[src/hdl/mtac_pkg.sv]
// shared types and constants of the metric threshold alarm check
// no dependencies
`timescale 1ns / 1ps

package mtac_pkg;

  localparam int VAL_W  = 32;
  localparam int MIN_W  = 11;
  localparam int CHG_W  = 31;
  localparam int FLAG_W = 7;
  localparam int OBS_W  = 39;

  // rule flag bit positions
  localparam int FLAG_MIN_EN   = 0;
  localparam int FLAG_MAX_EN   = 1;
  localparam int FLAG_CHG_EN   = 2;
  localparam int FLAG_MASK     = 3;
  localparam int FLAG_EXCEPT   = 4;
  localparam int FLAG_DENY_ALL = 5;
  localparam int FLAG_DENY_EXC = 6;

  typedef enum logic [1:0] {
    KIND_LOW    = 2'd0,
    KIND_HIGH   = 2'd1,
    KIND_CHANGE = 2'd2
  } alarm_kind_t;

  typedef struct packed {
    logic [VAL_W-1:0]  now_seconds;
    logic [MIN_W-1:0]  current_minute;
    logic [VAL_W-1:0]  report_seconds;
    logic [MIN_W-1:0]  record_minute;
    logic [VAL_W-1:0]  current_value;
    logic [VAL_W-1:0]  last_value;
    logic [VAL_W-1:0]  prior_value;
    logic              is_cumulative;
    logic [FLAG_W-1:0] rule_flags;
    logic [VAL_W-1:0]  limit_low;
    logic [VAL_W-1:0]  limit_high;
    logic [CHG_W-1:0]  limit_change;
  } req_t;

  typedef struct packed {
    alarm_kind_t      alarm_kind;
    logic             masked;
    logic [VAL_W-1:0] limit_value;
    logic [OBS_W-1:0] observed_value;
    logic             last_alarm;
  } alarm_t;

  // what one divider cell holds and hands to the next
  typedef struct packed {
    logic [VAL_W-1:0] last;
    logic [VAL_W-1:0] lo;
    logic [VAL_W-1:0] hi;
    logic [CHG_W-1:0] chg;
    logic             low_hit;
    logic             high_hit;
    logic             chg_en;
    logic             masked;
    logic [VAL_W-1:0] divisor;
    logic [VAL_W-1:0] rem;
    logic [OBS_W-1:0] nq;
  } cell_t;

endpackage

[src/hdl/mtac_front.sv]
// front end: minute reduction, realignment, limit compares, change numerator
// depends on mtac_pkg
`timescale 1ns / 1ps

module mtac_front #(
  parameter int MINUTES_PER_DAY = 1440
) (
  input  logic           clk,
  input  logic           rst,
  input  logic           in_valid,
  output logic           in_ready,
  input  mtac_pkg::req_t in_data,
  output logic           out_valid,
  input  logic           out_take,
  output mtac_pkg::cell_t out_cell
);
  import mtac_pkg::*;

  localparam int RECIP_SHIFT = 24;
  localparam int RECIP       = ((1 << RECIP_SHIFT) + MINUTES_PER_DAY - 1) / MINUTES_PER_DAY;
  localparam int PROD_W      = MIN_W + RECIP_SHIFT;
  localparam logic [RECIP_SHIFT-1:0] RECIP_K   = RECIP_SHIFT'(RECIP);
  localparam logic [MIN_W-1:0]       DAY_MIN   = MIN_W'(MINUTES_PER_DAY);
  localparam logic [MIN_W-1:0]       DAY_LAST  = MIN_W'(MINUTES_PER_DAY - 1);
  localparam logic [VAL_W:0]         STALE_SEC = (VAL_W + 1)'(MINUTES_PER_DAY * 60);

  logic [3:0] v;
  logic [3:0] take;

  // stage 1 regs
  req_t              d1;
  logic [PROD_W-1:0] prod1;
  logic              stale1;
  // stage 2 regs
  req_t              d2;
  logic              stale2;
  logic [MIN_W-1:0]  rmod2;
  // stage 3 regs
  logic [VAL_W-1:0]  last3;
  logic [VAL_W-1:0]  prior3;
  logic [VAL_W-1:0]  lo3;
  logic [VAL_W-1:0]  hi3;
  logic [CHG_W-1:0]  chg3;
  logic [2:0]        en3;
  logic              masked3;

  logic [PROD_W-1:0]  prod_s0;
  logic               stale_s0;
  logic [MIN_W-1:0]   quo_s1;
  logic [2*MIN_W-1:0] qm_s1;
  logic [MIN_W-1:0]   rem_raw_s1;
  logic [MIN_W-1:0]   rem_s1;
  logic [MIN_W-1:0]   min1_s2;
  logic [MIN_W-1:0]   min2_s2;
  logic [VAL_W-1:0]   last_s2;
  logic [VAL_W-1:0]   prior_s2;
  logic               masked_s2;
  logic [VAL_W-1:0]   diff_s3;
  logic [OBS_W-1:0]   diff_w_s3;
  cell_t              cell_s3;

  assign take[3]  = !v[3] || out_take;
  assign take[2]  = !v[2] || take[3];
  assign take[1]  = !v[1] || take[2];
  assign take[0]  = !v[0] || take[1];
  assign in_ready  = take[0];
  assign out_valid = v[3];

  always_ff @(posedge clk) begin
    if (rst) begin
      v <= '0;
    end else begin
      if (take[0]) v[0] <= in_valid;
      if (take[1]) v[1] <= v[0];
      if (take[2]) v[2] <= v[1];
      if (take[3]) v[3] <= v[2];
    end
  end

  // stage 1: reciprocal product for minute mod day, stale compare
  assign prod_s0  = PROD_W'(in_data.record_minute) * PROD_W'(RECIP_K);
  assign stale_s0 = {1'b0, in_data.now_seconds} >= ({1'b0, in_data.report_seconds} + STALE_SEC);

  always_ff @(posedge clk) begin
    if (take[0]) begin
      d1     <= in_data;
      prod1  <= prod_s0;
      stale1 <= stale_s0;
    end
  end

  // stage 2: remainder with one correction step
  always_comb begin
    quo_s1     = prod1[RECIP_SHIFT +: MIN_W];
    qm_s1      = (2*MIN_W)'(quo_s1) * (2*MIN_W)'(DAY_MIN);
    rem_raw_s1 = d1.record_minute - qm_s1[MIN_W-1:0];
    rem_s1     = (rem_raw_s1 >= DAY_MIN) ? (rem_raw_s1 - DAY_MIN) : rem_raw_s1;
  end

  always_ff @(posedge clk) begin
    if (take[1]) begin
      d2     <= d1;
      stale2 <= stale1;
      rmod2  <= rem_s1;
    end
  end

  // stage 3: realign stored values to the current minute
  always_comb begin
    min1_s2  = (rmod2 == DAY_LAST) ? '0 : rmod2 + MIN_W'(1);
    min2_s2  = (min1_s2 == DAY_LAST) ? '0 : min1_s2 + MIN_W'(1);
    last_s2  = d2.last_value;
    prior_s2 = d2.prior_value;
    if (d2.is_cumulative) begin
      if (d2.prior_value >= d2.last_value) last_s2 = d2.prior_value;
    end else if (stale2) begin
      last_s2  = '0;
      prior_s2 = '0;
    end else if (d2.current_minute != d2.record_minute) begin
      if (min1_s2 == d2.current_minute) begin
        prior_s2 = d2.last_value;
        last_s2  = d2.current_value;
      end else if (min2_s2 == d2.current_minute) begin
        prior_s2 = d2.current_value;
        last_s2  = '0;
      end else begin
        last_s2  = '0;
        prior_s2 = '0;
      end
    end
    masked_s2 = d2.rule_flags[FLAG_MASK] | d2.rule_flags[FLAG_DENY_ALL] |
                (d2.rule_flags[FLAG_DENY_EXC] & d2.rule_flags[FLAG_EXCEPT]);
  end

  always_ff @(posedge clk) begin
    if (take[2]) begin
      last3   <= last_s2;
      prior3  <= prior_s2;
      lo3     <= d2.limit_low;
      hi3     <= d2.limit_high;
      chg3    <= d2.limit_change;
      en3     <= {d2.rule_flags[FLAG_CHG_EN], d2.rule_flags[FLAG_MAX_EN],
                  d2.rule_flags[FLAG_MIN_EN]};
      masked3 <= masked_s2;
    end
  end

  // stage 4: limit compares and the change numerator |last-prior|*100
  always_comb begin
    diff_s3   = (last3 >= prior3) ? (last3 - prior3) : (prior3 - last3);
    diff_w_s3 = OBS_W'(diff_s3);
    cell_s3.last     = last3;
    cell_s3.lo       = lo3;
    cell_s3.hi       = hi3;
    cell_s3.chg      = chg3;
    cell_s3.low_hit  = en3[0] && (last3 < lo3);
    cell_s3.high_hit = en3[1] && (last3 > hi3);
    cell_s3.chg_en   = en3[2] && (prior3 != '0);
    cell_s3.masked   = masked3;
    cell_s3.divisor  = prior3;
    cell_s3.rem      = '0;
    cell_s3.nq       = (diff_w_s3 << 6) + (diff_w_s3 << 5) + (diff_w_s3 << 2);
  end

  always_ff @(posedge clk) begin
    if (take[3]) out_cell <= cell_s3;
  end

endmodule

[config.mk]
export PLATFORM = sky130hd
export DESIGN_NAME = mtac_front
export DESIGN_NICKNAME = d
export VERILOG_FILES = /design/src/hdl/mtac_pkg.sv /design/src/hdl/mtac_front.sv
export SDC_FILE = /design/constraint.sdc
export NUM_CORES = 1
export LEC_CHECK = 0
export BUFFER_PORTS_ARGS = -buffer_cell sky130_fd_sc_hd__buf_2
export CORE_MARGIN = 8
export CORE_UTILIZATION = 45
export DETAILED_ROUTE_END_ITERATION = 8
export GPL_TIMING_DRIVEN = 0
export PLACE_DENSITY = 0.62
export SLEW_MARGIN = 20
export SYNTH_ARGS = -nofsm -noshare
export SYNTH_HDL_FRONTEND = slang
export SYNTH_SLANG_ARGS = --single-unit
[constraint.sdc]
create_clock -name clk -period 10 [get_ports clk]
set_input_delay 2 -clock clk [delete_from_list [all_inputs] [get_ports clk]]
set_output_delay 2 -clock clk [all_outputs]
set_load 0.05 [all_outputs]
==> reports/metrics.yaml, run 1 <==
synth_xor_area_share_pct: 3.274
layout-drive-gt1-share_pct: 21.46
end_kind: "register"
dp_hpwl_mm: 81.59
cp_data_required_time_ps: 10390
synth_edf_count: 814
hold_viol: 0
powerDensity_nw_per_um2: 260.9
crit_type: "reg -> reg"
yosys.area_share.simple_pct: 6.583
sequentialPowerShare_pct: 35.8
vias: 25380
critPathArrivalTime_ps: 7900
avgViaCountPerCell: 5.246
status: "finished, final reports clean"
groute.layer.met1.usage_pct: 25.61
crit_chain: "inv_1, fa_1, a211oi_2, o21bai_1, o31ai_2, a211oi_2, o31a_1, nor2_1, buf_4, mux2i_1, xor2_1, xor2_1, ha_1, a21o_1, ha_1, a2111o_1, nor3_1, o21ai_0, nand4_1, o21ai_0, a221oi_1, o21ai_0, o21ai_0, xnor2_1"
core-area_sq_um: 88510
fmax_mhz: 133.1
skew_ps: 30.11
grt_use_met3_pct: 4.544
synth_flop_cell: "edfxtp_1"
mostFrequentLayoutCells: "814 x edfxtp_1, 511 x buf_2, 323 x ha_1, 292 x inv_1, 143 x a21o_1"
avgSynthCellArea_sq_um: 13.59
internal_power_mw: 7.985
grt_overflow: 0
fin_setup_tns_ps: 0
placed_area_sq_um: 44640
synthAdderAreaFrac_pct: 12.38
synth_cell_types: 96
grtUsageMet2_pct: 35.93
synth_area_sq_um: 40240
maxCapViolations: 0
row_count: 109
cts_max_level: 3
clockBufferDepth: 3
comb_power_share_pct: 38.5
irDropWorstVdd_v: 0.0001681
worst_path_most_repeated_cell: "o21ai_0"
post-route-period-util_pct: 75.11
start_util_pct: 45.46
ys_seq_elements: 818
cp_max_fo: 10
grt_setup_unrepaired: "no"
first_pass_iters: 5
grt_first_pass_wirelength_mm: 156.2
totalPowerFinal_mw: 12.40
synth-compound-area-share_pct: 11.10
drc: 0
stdcell_count: 4838
ant_nets: 0
async_flop_share_pct: 0
grt_pass1_vias: 25615
crit_family: "compound AO/OA/AOI/OAI gates"
cts_root_buf: "clkbuf_16"
layout_commonest_cell: "edfxtp_1"
clk_pin_slew_ps: 60
post-route-util_pct: 53.69
final_nets: 4247
critPathBufInv: 2
worst-slew-pin-transition_ps: 1019
syn_inst: 2962
wl_mm: 105.2
cts_tree: "built"
gp_congestion: 0.9290
cts_resized: 0
crit_path_max_incr_delay_ps: 650
p_sw_mw: 4.414
cp-start-kind: "register"
wl_per_cell_microns: 21.74
fp.dieH_microns: 315.0
synthMuxAreaShare_pct: 1.231
postCtsSetupBuffers: 0
hp-class: "reg -> reg"
cts_hold_buf: 0
synth_top_family_by_area: "adder cells"
numCtsBuffers: 88
yosysWarnings: 0
maxSlewViolCount: 0
io_pins: 525
ys_seq_area_share_pct: 60.94
drt_first_iter_violations: 1675
areaGrowthSynthToFinish_pct: 18.11
crit_slowest_cell: "a221oi_1"
leakagePower_nw: 20.66
clock_latency_ps: 650
final_area_sq_um: 47530
die_w_microns: 315.0
io_buffers: 490
dp_cells: 4663
setup_viol: 0
antenna_found_initial: 30
grt_max_degree: 92
die-area_sq_um: 99250
cts.sinks: 818
slew_headroom_pct: 31.38
period_minus_slack_ps: 7511
busiest_layer: "met2"
grt_usage_pct: 20.61
clkPwrFrac_pct: 25.7
p_sw_share_pct: 35.60
[area by class of cell]
type	instances	area [sq um]
plain buffers	126	698.2
diodes	15	37.54
clock buffers	104	2283
repair buffers	503	2780
flip-flops and latches	818	24520
well taps	1165	1458
multi-input cells	1757	14060
fillers	7499	40990
inverters	294	1119
clock inverters	56	568.0
[cell families after synthesis]
logic type,Yosys count
simple gates,505
compound gates,660
flops,818
xor+xnor,143
other cells,1
buf+inv,420
fa+ha+maj,370
mux,45
[per-stage QoR]
step	setup WS, ps	hold slack [ps]
finish	2489	401.8
global route	1862	401.7
CTS	2449	399.5
detailed placement	2474	404.5
global placement	-3059	400.3
floorplan	740.3	400.3
[cell usage after synthesis (22+ instances only)]
cell type | instances | area [sq um]
nor3_1 | 56 | 280.3
xnor2_1 | 83 | 727.0
o21ai_0 | 113 | 565.5
xor2_1 | 53 | 464.2
a21oi_1 | 142 | 710.7
o21bai_1 | 32 | 240.2
nand2_1 | 120 | 450.4
inv_1 | 294 | 1104
nand4_1 | 91 | 569.3
edfxtp_1 | 814 | 24440
clkbuf_1 | 55 | 206.5
nand3_1 | 35 | 175.2
a21o_1 | 143 | 1074
nor2_1 | 84 | 315.3
mux2_2 | 36 | 405.4
ha_1 | 323 | 4041
a31oi_1 | 42 | 262.8
fa_1 | 47 | 940.9
nor2b_1 | 22 | 137.6
buf_4 | 39 | 292.8
o21a_1 | 26 | 195.2
a22oi_1 | 34 | 255.2
[worst reg2reg max path: cells and delay by family, from the launching register on]
kind            cells  cell delay (ps)
compound gates     12             3520
fa+ha+maj           3             1040
xor+xnor            3              810
flops               1              620
simple gates        3              530
buf+inv             2              490
mux                 1              250
[sequential cells by signal (all words and copies together) (netlist names), 4 cells and up]
signal and flops:
out_cell 200, prior3 32, rmod2 6, lo3 32
v 4, chg3 31, d1 221, last3 32
d2 221, hi3 32
[worst paths after layout]
path / from / end / slack [ps] / cells after the start
worst max-delay path: prior3[1]$_DFFE_PP_ / out_cell[37]$_DFFE_PP_ / 2490 / 24
worst min register to register: d1[126]$_DFFE_PP_ / d2[126]$_DFFE_PP_ / 400 / 0
worst min-delay path: d1[126]$_DFFE_PP_ / d2[126]$_DFFE_PP_ / 400 / 0
worst max register to register: prior3[1]$_DFFE_PP_ / out_cell[37]$_DFFE_PP_ / 2490 / 24
[power groups by stage]
| stage | Combinational [mW] | Sequential [mW] | Clock [mW] |
|---|---|---|---|
| global placement | 4.74 | 4.51 | 0 |
| global route | 5.34 | 4.47 | 3.40 |
| CTS | 4.79 | 4.44 | 3.28 |
| finish | 4.78 | 4.44 | 3.18 |
| detailed placement | 4.76 | 4.51 | 0 |
| floorplan | 3.28 | 4.89 | 0 |
[metal layers]
layer | up-vias | share of wire, %
li1 | 12305 | -
met1 | 12163 | 41
met2 | 726 | 50
met3 | 168 | 6.2
met4 | 18 | 2.8
met5 | - | 0.12
(Power assumes the default switching activity.)
==> inputs of run 2 (changes only) <==
Settings changed: PLACE_DENSITY 0.62 to 0.64.
Clock period 10 ns to 6.2 ns, I/O delays scaled along.
==> run 2 against run 1 <==
Effect of this change:
- sequential cell count unchanged
- clock power rose by 61%
- non-clock buffer count grew 48
- via count increased by 1.6%
- first-iteration DRC count rose by 13%
- die area did not move
- worst hold slack improved by 2.8 ps
- clock skew grew 16 ps
- utilization up 1.1 points
- power up 73%
- critical path depth is the same
- global-route usage increased by 0.29 points
==> reports/metrics.yaml, run 2 (synthesis results as in run 1) <==
status: "finished, final reports clean"
drt_first_iter_violations: 1887
gp_congestion: 0.9215
top_regs: "d1 x221, d2 x221, out_cell x200"
die-area_sq_um: 99250
hold_ws_ps: 404.6
start_util_pct: 45.46
grt_overflow: 0
cts.sinks: 818
core-area_sq_um: 88510
dp_cells: 4664
first_pass_iters: 5
ant_nets: 0
skew_ps: 45.83
layout_commonest_cell: "edfxtp_1"
reg2reg_from: "last3[0]$_DFFE_PP_"
dp_hpwl_mm: 82.32
fp.dieH_microns: 315.0
stdcell_count: 4879
hold_viol: 0
cp_data_required_time_ps: 6590
cp_max_fo: 6
setup_viol: 0
final_nets: 4293
clk_pin_slew_ps: 60
irDropWorstVdd_v: 0.0003550
row_count: 109
cts_root_buf: "clkbuf_16"
hp-class: "reg -> reg"
vias: 25796
grt_usage_pct: 20.90
fin_setup_tns_ps: 0
avgViaCountPerCell: 5.287
critPathArrivalTime_ps: 6500
post-route-period-util_pct: 98.44
maxSlewViolCount: 0
min_from: "d2[54]$_DFFE_PP_"
grt_pass1_vias: 26021
io_buffers: 490
r2r-end: "out_cell[35]$_DFFE_PP_"
worst-slew-pin-transition_ps: 1104
maxCapViolations: 0
powerDensity_nw_per_um2: 442.2
hold_path_depth: 0
die_w_microns: 315.0
ff2ff_path_depth: 24
wl_per_cell_microns: 21.95
numCtsBuffers: 86
areaGrowthSynthToFinish_pct: 20.50
end_kind: "register"
slew_headroom_pct: 25.65
rrSetupSlack_ps: 100
cp-start-kind: "register"
leakagePower_nw: 20.98
grt_first_pass_wirelength_mm: 157.4
clockBufferDepth: 3
cts_tree: "built"
grt_max_degree: 97
mostFrequentLayoutCells: "814 x edfxtp_1, 510 x buf_2, 302 x ha_1, 289 x inv_1, 143 x a21o_1"
cts_hold_buf: 0
wl_mm: 107.1
io_pins: 525
fmax_mhz: 163.9
pre_cts_ws_ps: -1208
period_minus_slack_ps: 6103
cts_max_level: 3
hold_path_end: "hi3[23]$_DFFE_PP_"
layout-drive-gt1-share_pct: 24.87
antenna_found_initial: 33
drc: 0
worst_slack_ps: 96.87
fillers: 7377
crit_type: "reg -> reg"
clock_latency_ps: 660
run 2: cell types whose count changed in the layout (fill, tap and decap cells not counted), sizes merged:
cell / previous run / this run
inv: 301 / 298
clkbuf: 159 / 150
bufinv: 7 / 9
buf: 574 / 633
clkinv: 36 / 28
run 2: layer usage:
layer  global-route usage, %  wire length, microns
met5                       0                   153
met4                   8.255                  4238
met3                   4.865                  7101
met2                   35.77                 52660
met1                   25.55                 42940
run 2: how the worst max path moves through the flow:
| stage | start | endpoint | slack, ps | depth (start not counted) |
|---|---|---|---|---|
| 5_1_grt | last3[0]$_DFFE_PP_ | out_cell[36]$_DFFE_PP_ | -40 | 29 |
| 6_report | last3[0]$_DFFE_PP_ | out_cell[35]$_DFFE_PP_ | 100 | 24 |
| 4_1_cts | last3[0]$_DFFE_PP_ | out_cell[34]$_DFFE_PP_ | 7 | 29 |
| 3_5_place_dp | last3[0]$_DFFE_PP_ | out_cell[37]$_DFFE_PP_ | -1210 | 26 |
| 2_1_floorplan | last3[0]$_DFFE_PP_ | out_cell[35]$_DFFE_PP_ | 260 | 23 |
| 3_3_place_gp | out_take | chg3[14]$_DFFE_PP_ | -2120 | 3 |
run 2: power breakdown:
part | internal (mW) | switching, mW | total [mW]
Sequential | 6.90 | 0.249 | 7.14
Combinational | 3.93 | 5.26 | 9.19
Clock | 2.97 | 2.14 | 5.11
run 2: repair_timing:
action,CTS,global route
pin swaps,22,40
gates resized for setup,78,62
setup buffers,41,18
endpoints found under the setup margin,21,14
run 2: area by class of cell:
cell class	instances	area, sq um	share of cell area (%)
Antenna cell	15	37.54	0.07741
Buffer	115	688.2	1.419
Clock buffer	106	2248	4.637
Clock inverter	47	541.8	1.117
Inverter	294	1115	2.299
Multi-Input combinational cell	1757	14650	30.21
Sequential cell	818	24520	50.58
Tap cell	1165	1458	3.006
Timing Repair Buffer	562	3228	6.657
run 2: through the flow:
| step | power, mW | util, % | area, sq um |
|---|---|---|---|
| after floorplan | 13.18 | - | 40370 |
| after global placement | 14.91 | 50.03 | 44280 |
| after detailed placement | 14.99 | 50.44 | 44650 |
| after CTS | 20.92 | 54.29 | 48050 |
| after global routing | 22.78 | 54.75 | 48460 |
| final | 21.44 | 54.78 | 48490 |
run 2: worst max-delay path, stage by stage, from the launching register on:
cell	delay (ps)
edfxtp_1	520
inv_2	130
ha_4	130
inv_2	30
fa_2	350
a211oi_2	240
o21bai_2	130
o31ai_4	320
a211oi_2	140
o31a_1	370
nor2_2	140
buf_6	160
buf_8	150
buf_4	130
mux2_4	320
a2111o_1	430
o311a_4	180
fa_1	530
inv_1	40
ha_1	330
and3_4	210
nand2_1	110
or4b_4	560
nand3_2	100
xor2_2	70
==> inputs of run 3 (changes only) <==
Settings changed: RECOVER_POWER from default to 100.
==> run 3 against run 2 <==
Effect of this change:
- the run now ends with max-capacitance violations, max-slew violations left
- largest power group unchanged
- critical path type unchanged
- setup slack better by 5.2 ps
- sequential cell count stayed put
- register-to-register slack hardly changed
- worst hold slack worse by 0.99 ps
- clock power hardly changed
- first-iteration DRC count is 1.7% higher
- critical path depth stayed put
==> reports/metrics.yaml, run 3 (synthesis results as in run 1) <==
cts_hold_buf: 0
avgViaCountPerCell: 5.291
antenna_found_initial: 32
drc: 0
pre_cts_ws_ps: -1208
fp.dieH_microns: 315.0
grt_max_degree: 97
crit_slowest_cell: "or4b_4"
io_pins: 525
post-route-period-util_pct: 98.35
final_nets: 4293
die_w_microns: 315.0
violations: "max-capacitance violations, max-slew violations"
leakagePower_nw: 20.09
core-area_sq_um: 88510
mostFrequentLayoutCells: "814 x edfxtp_1, 313 x clkbuf_1, 302 x ha_1, 289 x inv_1, 275 x buf_2"
areaGrowthSynthToFinish_pct: 19.04
critPathBufInv: 6
hp-class: "reg -> reg"
irDropWorstVdd_v: 0.0003548
worst_slack_ps: 102.1
rrSetupSlack_ps: 100
io_buffers: 490
start_util_pct: 45.46
numCtsBuffers: 86
wl_mm: 107.3
layout_commonest_cell: "edfxtp_1"
crit_type: "reg -> reg"
hold_viol: 0
gp_congestion: 0.9215
die-area_sq_um: 99250
fmax_mhz: 164.0
row_count: 109
worst-slew-pin-transition_ps: 2810
clock_latency_ps: 660
powerDensity_nw_per_um2: 446.4
cts_root_buf: "clkbuf_16"
critPathArrivalTime_ps: 6490
wl_per_cell_microns: 21.99
setup_viol: 0
end_kind: "register"
fin_setup_tns_ps: 0
status: "finished with violations"
maxSlewViolCount: 463
crit_family: "compound AO/OA/AOI/OAI gates"
top_regs: "d1 x221, d2 x221, out_cell x200"
vias: 25815
cts_max_level: 3
crit_path_max_incr_delay_ps: 560
cp_max_fo: 6
ant_nets: 0
dp_cells: 4664
first_pass_iters: 6
cp-start-kind: "register"
grt_first_pass_wirelength_mm: 157.4
drt_first_iter_violations: 1920
skew_ps: 46.89
grt_pass1_vias: 26021
grt_usage_pct: 20.90
layout-drive-gt1-share_pct: 17.95
crit_chain: "inv_2, ha_4, inv_2, fa_2, a211oi_2, o21bai_2, o31ai_4, a211oi_2, o31a_1, nor2_2, buf_6, buf_8, buf_4, mux2_4, a2111o_1, o311a_4, fa_1, inv_1, ha_1, and3_4, nand2_1, or4b_4, nand3_2, xor2_2"
cp_data_required_time_ps: 6600
clk_pin_slew_ps: 60
period_minus_slack_ps: 6098
dp_hpwl_mm: 82.32
slew_headroom_pct: -87.34
stdcell_count: 4879
grt_overflow: 0
maxCapViolations: 9
cts.sinks: 818
clockBufferDepth: 3
cts_tree: "built"
==> run 3: cell count changes in the layout (fill, tap and decap cells not counted), sizes merged <==
cell	delta
clkbuf	+261
clkinvlp	+1
buf	-261
inv	-1
==> run 3: layout make-up <==
| cell class | instances | area (sq um) |
|---|---|---|
| antenna | 15 | 37.54 |
| buffer | 115 | 688.2 |
| clock buffer | 106 | 2248 |
| clock inverter | 47 | 541.8 |
| fill | 7552 | 40610 |
| inverter | 294 | 1106 |
| multi-input combinational | 1757 | 14640 |
| sequential | 818 | 24520 |
| tap | 1165 | 1458 |
| timing repair buffer | 562 | 2659 |
==> run 3: final timing paths <==
path,cells past startpoint,end,start
min,0,hi3[23]$_DFFE_PP_,d2[54]$_DFFE_PP_
max reg2reg,24,out_cell[35]$_DFFE_PP_,last3[0]$_DFFE_PP_
min reg2reg,0,hi3[23]$_DFFE_PP_,d2[54]$_DFFE_PP_
max,24,out_cell[35]$_DFFE_PP_,last3[0]$_DFFE_PP_
==> run 3: per-layer routing <==
| layer | track usage (%) | part of all wire (%) | up-vias |
|---|---|---|---|
| met5 | 0 | 0.14 | - |
| met4 | 8.255 | 4.0 | 22 |
| met1 | 25.55 | 40 | 12361 |
| met2 | 35.77 | 49 | 827 |
| li1 | - | - | 12390 |
| met3 | 4.865 | 6.5 | 215 |
==> run 3: worst register-to-register path, cell delays in order (launching register included) <==
cell	delay [ps]
edfxtp_1	520
inv_2	140
ha_4	130
inv_2	30
fa_2	350
a211oi_2	240
o21bai_2	130
o31ai_4	320
a211oi_2	140
o31a_1	370
nor2_2	140
buf_6	160
buf_8	150
buf_4	130
mux2_4	320
a2111o_1	430
o311a_4	180
fa_1	540
inv_1	40
ha_1	330
and3_4	220
nand2_1	110
or4b_4	560
nand3_2	100
xor2_2	70
==> run 3: power by group <==
group          internal [mW]  switching, mW
combinational           3.86           5.26
sequential              6.90          0.257
clock                   2.97           2.14
total                   13.7           7.65
==> run 3: metrics by stage <==
step	power [mW]	hold WS, ps	cell area (sq um)	util, %
after floorplan	13.18	400.3	40370	-
after global placement	14.91	400.2	44280	50.03
after detailed placement	14.99	404.5	44650	50.44
after CTS	20.92	399.5	48050	54.29
after global routing	22.72	400.1	47880	54.09
final	21.38	403.6	47900	54.12
==> run 3: what timing repair did <==
action | in CTS | in global routing
pin swaps | 22 | 40
gates resized for setup | 78 | 62
endpoints found under the setup margin | 21 | 14
setup buffers | 41 | 18
